**config.mk**
```make
export PLATFORM = sky130hd
export DESIGN_NAME = reversible_xor_cascade_scrambler
export DESIGN_NICKNAME = d
export VERILOG_FILES = /design/src/rxcs_pkg.sv /design/src/rxcs_cascade.sv /design/src/reversible_xor_cascade_scrambler.sv
export SDC_FILE = /design/constraint.sdc
export NUM_CORES = 1
export LEC_CHECK = 0
export ABC_CLOCK_PERIOD_IN_PS = 8730
export BUFFER_PORTS_ARGS = -buffer_cell sky130_fd_sc_hd__buf_2
export CAP_MARGIN = 20
export CORE_MARGIN = 2
export CORE_UTILIZATION = 42
export DETAILED_ROUTE_END_ITERATION = 7
export GPL_TIMING_DRIVEN = 0
export PLACE_DENSITY_LB_ADDON = 0.25
export REMOVE_ABC_BUFFERS = 1
export SYNTH_ARGS = -nofsm -noshare
export SYNTH_HDL_FRONTEND = slang
export SYNTH_SLANG_ARGS = --single-unit
```
**constraint.sdc**
```tcl
create_clock -name clk_i -period 8.73 [get_ports clk_i]
set_clock_uncertainty 0.15 [all_clocks]
set_input_delay 0.873 -clock clk_i [delete_from_list [all_inputs] [get_ports clk_i]]
set_output_delay 0.873 -clock clk_i [all_outputs]
set_load 0.02 [all_outputs]
```
**src/rxcs_pkg.sv**
```systemverilog
`timescale 1ns / 1ps
// Package for the reversible XOR cascade scrambler: round count, key table and the round function.
// It depends on nothing else; the cascade and the top level use it by scoped names.

package rxcs_pkg;

  localparam int unsigned RoundCount = 32;
  localparam int unsigned RoundIdxW  = $clog2(RoundCount);
  localparam int unsigned WordW      = 32;

  typedef logic [WordW-1:0]     word_t;
  typedef logic [RoundIdxW-1:0] round_idx_t;

  // Two keys per round: the even entry is used when the tested bit is clear,
  // and the odd entry is used when it is set.
  localparam word_t RoundKeys [2*RoundCount] = '{
    32'h0184e0cb, 32'h5ff666ac, 32'h1ed91c34, 32'hfc3cfb81,
    32'hffd14769, 32'h17235246, 32'hc126ce98, 32'h9fceccd6,
    32'hd4118805, 32'h1b9c217a, 32'h5efaca22, 32'ha4fa5272,
    32'hceda18b5, 32'h4d679294, 32'hf8ed82fd, 32'h00f90c31,
    32'h78effad3, 32'hc0302486, 32'h6f2488be, 32'h2f259eb9,
    32'hae18c28c, 32'h33026c62, 32'h30f74370, 32'hfaf23b51,
    32'he988d2ff, 32'hf83ce076, 32'h97164e1c, 32'hccb0d44a,
    32'h294fc698, 32'he6ec0e24, 32'h49053502, 32'h67957e11,
    32'ha3529eb2, 32'hb218da0b, 32'had91efc0, 32'h18b20586,
    32'hd9ee5970, 32'h6d802fcd, 32'hac677d41, 32'h45aadb09,
    32'h25bd7f5a, 32'hf4aa1709, 32'h73729abe, 32'h1955f57a,
    32'hb7ff82fe, 32'hc2fd4555, 32'h651ce530, 32'haca14345,
    32'h3cf1625d, 32'hdc1da391, 32'h45c2c40c, 32'h490ad6f7,
    32'h55d470ca, 32'he45368b2, 32'h466d30fd, 32'hfd23f935,
    32'h03c79884, 32'h7014eaf0, 32'h46f9edee, 32'hdde97ef1,
    32'hca8bd6ef, 32'h593b967c, 32'hc40e2d97, 32'heea252d1
  };

  // One round: the tested bit picks a key, and the key is applied with that
  // bit cleared, so the tested bit passes through unchanged.
  function automatic word_t round_f(word_t w, round_idx_t r);
    word_t  mask;
    logic   pick;
    mask = word_t'(1) << r;
    pick = w[r];
    return w ^ (RoundKeys[{r, pick}] & ~mask);
  endfunction

endpackage

```
**src/rxcs_cascade.sv**
```systemverilog
`timescale 1ns / 1ps
// Combinational round cascade: forward order for scrambling, reverse order for unscrambling.
// Depends on rxcs_pkg for the key table and the round function.

module rxcs_cascade (
  input  logic           mode_i,
  input  rxcs_pkg::word_t word_i,
  output rxcs_pkg::word_t word_o
);

  rxcs_pkg::word_t fwd [rxcs_pkg::RoundCount+1];
  rxcs_pkg::word_t rev [rxcs_pkg::RoundCount+1];

  assign fwd[0] = word_i;
  assign rev[0] = word_i;

  for (genvar k = 0; k < rxcs_pkg::RoundCount; k++) begin : g_round
    localparam rxcs_pkg::round_idx_t FwdIdx = rxcs_pkg::round_idx_t'(k);
    localparam rxcs_pkg::round_idx_t RevIdx =
      rxcs_pkg::round_idx_t'(rxcs_pkg::RoundCount - 1 - k);
    assign fwd[k+1] = rxcs_pkg::round_f(fwd[k], FwdIdx);
    assign rev[k+1] = rxcs_pkg::round_f(rev[k], RevIdx);
  end

  assign word_o = mode_i ? rev[rxcs_pkg::RoundCount] : fwd[rxcs_pkg::RoundCount];

endmodule

```
**src/reversible_xor_cascade_scrambler.sv**
```systemverilog
`timescale 1ns / 1ps
// Top level of the reversible XOR cascade scrambler: input register, round cascade, result register.
// Depends on rxcs_pkg and rxcs_cascade.
//
//  Channel   Direction  tdata (low bit up)     tuser
//  s_axis    in         word_in [31:0]         mode (0 scramble, 1 unscramble)
//  m_axis    out        word_out [31:0]        none
//
// A transaction is accepted into the input register and its result moves on into the output
// register once that register is free; one transaction is taken every cycle while
// m_axis_tready stays high. The 32-round cascade lies combinationally between the two
// registers. Reset clears only the valid flags.
// When the output is stalled, the input register still takes one more transaction.

module reversible_xor_cascade_scrambler (
  input  logic                   clk_i,
  input  logic                   rst_ni,
  input  logic                   s_axis_tvalid,
  output logic                   s_axis_tready,
  input  logic [31:0]            s_axis_tdata,   // word_in [31:0]
  input  logic                   s_axis_tuser,   // mode [0]
  output logic                   m_axis_tvalid,
  input  logic                   m_axis_tready,
  output logic [31:0]            m_axis_tdata    // word_out [31:0]
);

  logic            in_vld_q;
  logic            in_mode_q;
  rxcs_pkg::word_t in_word_q;
  logic            out_vld_q;
  rxcs_pkg::word_t out_word_q;
  rxcs_pkg::word_t cascade_word;
  logic            out_free;
  logic            in_adv;
  logic            in_take;

  assign out_free      = !out_vld_q || m_axis_tready;
  assign in_adv        = in_vld_q && out_free;
  assign s_axis_tready = !in_vld_q || out_free;
  assign in_take       = s_axis_tvalid && s_axis_tready;

  rxcs_cascade u_cascade (
    .mode_i (in_mode_q),
    .word_i (in_word_q),
    .word_o (cascade_word)
  );

  always_ff @(posedge clk_i or negedge rst_ni) begin
    if (!rst_ni) begin
      in_vld_q  <= 1'b0;
      out_vld_q <= 1'b0;
    end else begin
      if (s_axis_tready) begin
        in_vld_q <= s_axis_tvalid;
      end
      if (out_free) begin
        out_vld_q <= in_vld_q;
      end
    end
  end

  always_ff @(posedge clk_i) begin
    if (in_take) begin
      in_mode_q <= s_axis_tuser;
      in_word_q <= s_axis_tdata;
    end
    if (in_adv) begin
      out_word_q <= cascade_word;
    end
  end

  assign m_axis_tvalid = out_vld_q;
  assign m_axis_tdata  = out_word_q;

endmodule

```
==> metrics.csv <==
stage,metric,value,unit
run_status,outcome,"finished, final reports clean",
worst_setup_path,Startpoint Class,flop,
logic_synthesis,synth cell count leaders,"xnor2_1 (309), xor2_1 (80), xnor3_1 (70)",
cts,clock-pin slew on the worst setup and hold paths,0.06,ns
global_route,vias in the first global route,5090,
global_route,Total GRT Usage,0.192,
floorplan,Row Count,53,
floorplan,I/O pin cnt,71,
cts,later-pin clock latency in the skew report,0.33,ns
sta,post-route minimum period,5.61,ns
cts,H-tree Lvls,3,
logic_synthesis,cell with the most instances after synthesis,xnor2_1,
place,Placed Area,0.00951,sq mm
floorplan,Total Die Area,0.0223,sq mm
layout,layout cells sized above 1,0.180,
layout,antenna cell count,0,
sta,RSZ-0062 raised after global routing,no,
sta,Final Setup Violations,0,
logic_synthesis,predominant post-synthesis flop cell,edfxtp_1,
global_route,largest net degree at the start of global routing,27,
logic_synthesis,sequential area share after synthesis,0.226,
sta,setup TNS,0,ns
logic_synthesis,share of the synthesized area in the top cell type,0.305,
worst_setup_path,CP endpoint kind,flop,
global_route,grt total ovfl,0,
worst_setup_path,reg-to-reg setup timing slack,3.12,ns
logic_synthesis,"area leader, netlist",xnor2_1,
worst_setup_path,CP required,8.73,ns
layout,area grow syn2layout,10.9,%
sta,Worst-Margin Slew,1.03,ns
sta,max frequency,178,MHz
drt,DRC errors left,0,
floorplan,Die H,149,um
logic_synthesis,yosys warns,0,
cts,TritonCTS clock tree,yes,
sta,worst hold slack,0.164,ns
global_route,initial antenna violation count,0,
place,DPL Wire Length,17200,um
drt,detailed-route vias per instance,4.72,
place,gp weighted congestion,0.858,
sta,Worst slew margin,0.306,
min_path,Hold Crit Class,input port to asynchronous set/reset pin,
cts,Clock Path Buffers,2,
layout,Nets,772,
logic_synthesis,dominant cells by area after synthesis,"xnor2_1 (31%), edfxtp_1 (22%), xnor3_1 (18%)",
cts,buffer count from post-CTS setup fixing,0,
place,Cells after DPL,999,
drt,initial DRC count,211,
sta,crit share post-route,0.643,
sta,final hold vios,0,
logic_synthesis,"Avg Cell Area, Syn",13.1,sq um
worst_setup_path,WS Path Type,flop to flop,
drt,drt wl/cell,20.0,um
cts,Clock Tree Root,clkbuf_16,
logic_synthesis,Yosys reg bits,67,
worst_setup_path,Crit Path Max Fanout,10,
cts,clk sinks,67,
worst_setup_path,end of the critical path,m_axis_tdata[13],
logic_synthesis,"EDFF count, synth",65,
floorplan,Die Wd,149,um
worst_setup_path,critical path arrival,5.62,ns
worst_setup_path,Worst R2R Path Depth,9,
sta,Slew Limit Fails,0,
cts,CTS hold repair buffers,0,
floorplan,Core Region,0.0209,sq mm
run,max_cap viols,0,
place,port bufs,70,
drt,WL final,20300,um
drt,DR pass1 iterations,4,
layout,fillers,1924,
logic_synthesis,asr flop ratio synth,0.0299,
worst_setup_path,critical path startpoint,in_word_q[2],
worst_setup_path,Critical R2R Launch,in_word_q[2],
cts,cts bufs inserted,9,
worst_setup_path,RR Endpoint,m_axis_tdata[13],
layout,"Cell Count, Final, Fillers Out",1015,
cts,PostCTS Resize Cnt,0,
logic_synthesis,Yosys cell types,31,
layout,area of the multi-input gates,0.00671,sq mm
layout,Register Area,0.00200,sq mm
floorplan,Starting Density,0.425,
layout,post-route cell area,0.00984,sq mm
drt,Post-DRT Antenna Nets,0,
drt,DR vias,4787,
logic_synthesis,Mapped Area,0.00887,sq mm
global_route,global-route wire length before repair,31300,um
logic_synthesis,cell count after synthesis,679,
how the worst min path moves through the flow:
stage / from / to / cells past startpoint
finish: rst_ni / m_axis_tvalid / 1
global route: rst_ni / in_vld_q / 1
CTS: rst_ni / in_vld_q / 1
detailed placement: in_vld_q / m_axis_tvalid / 1
global placement: in_vld_q / m_axis_tvalid / 1
floorplan: in_vld_q / m_axis_tvalid / 1
area by class of cell:
class | count | area share
Tap cell | 275 | 0.0350
Sequential cell | 67 | 0.203
Clock inverter | 6 | 0.0106
Clock buffer | 10 | 0.0233
Multi-Input combinational cell | 582 | 0.682
Timing Repair Buffer | 74 | 0.0455
Inverter | 1 | 0.000382
metrics by stage:
step / util / worst slack, ns
3_5_place_dp: 0.455 / 3.10
6_report: 0.471 / 3.12
5_1_grt: 0.471 / 2.88
4_1_cts: 0.471 / 3.09
2_1_floorplan: - / 3.90
3_3_place_gp: 0.450 / 3.14
state kept, by name (all words and copies together), names as in the netlist:
name           count
m_axis_tdata      32
in_mode_q          1
in_word_q         32
in_vld_q           1
m_axis_tvalid      1
placed cells by master (no fill, tap or decap), drive strengths merged:
master | synthesis | layout
xor3 | 20 | 20
nor3 | 2 | 2
a32oi | 2 | 2
a21oi | 6 | 6
xor2 | 93 | 93
xnor2 | 328 | 328
buf | 19 | 74
mux2 | 1 | 1
clkinv | 0 | 3
dfrtp | 2 | 2
xnor3 | 81 | 81
o311ai | 1 | 1
edfxtp | 65 | 65
inv | 1 | 1
nand3b | 1 | 1
bufinv | 0 | 3
and2 | 2 | 2
mux2i | 16 | 16
o21ai | 8 | 8
and3 | 1 | 1
nand2 | 8 | 8
clkbuf | 10 | 10
nand2b | 3 | 3
nor2 | 9 | 9
metal layers:
metal / vias to the layer above / routed length, um / share of wire / track usage
met5: - / 0 / 0 / 0
met4: 0 / 285 / 0.014 / 0.0476
met3: 15 / 648 / 0.032 / 0.0257
met2: 107 / 9530 / 0.47 / 0.313
met1: 2323 / 9800 / 0.48 / 0.271
li1: 2342 / - / - / -
worst max-delay path, cell delays in order (launching register included):
cell	delay (ns)
edfxtp_1	0.68
xnor2_2	0.53
xnor3_1	0.59
xnor3_2	0.56
xor2_1	0.66
xnor3_1	0.69
xor2_1	0.47
xnor3_1	0.55
xnor3_1	0.37
mux2i_1	0.19
kinds of logic after synthesis:
family,Yosys count,share of synthesized area
xor+xnor,522,0.713
simple gates,26,0.0134
mux,17,0.0193
compound gates,17,0.0109
buf+inv,30,0.0181
flops,67,0.226
Power is not shown: default switching activity piles up to over one toggle a cycle in this logic, so the estimate is an artifact.
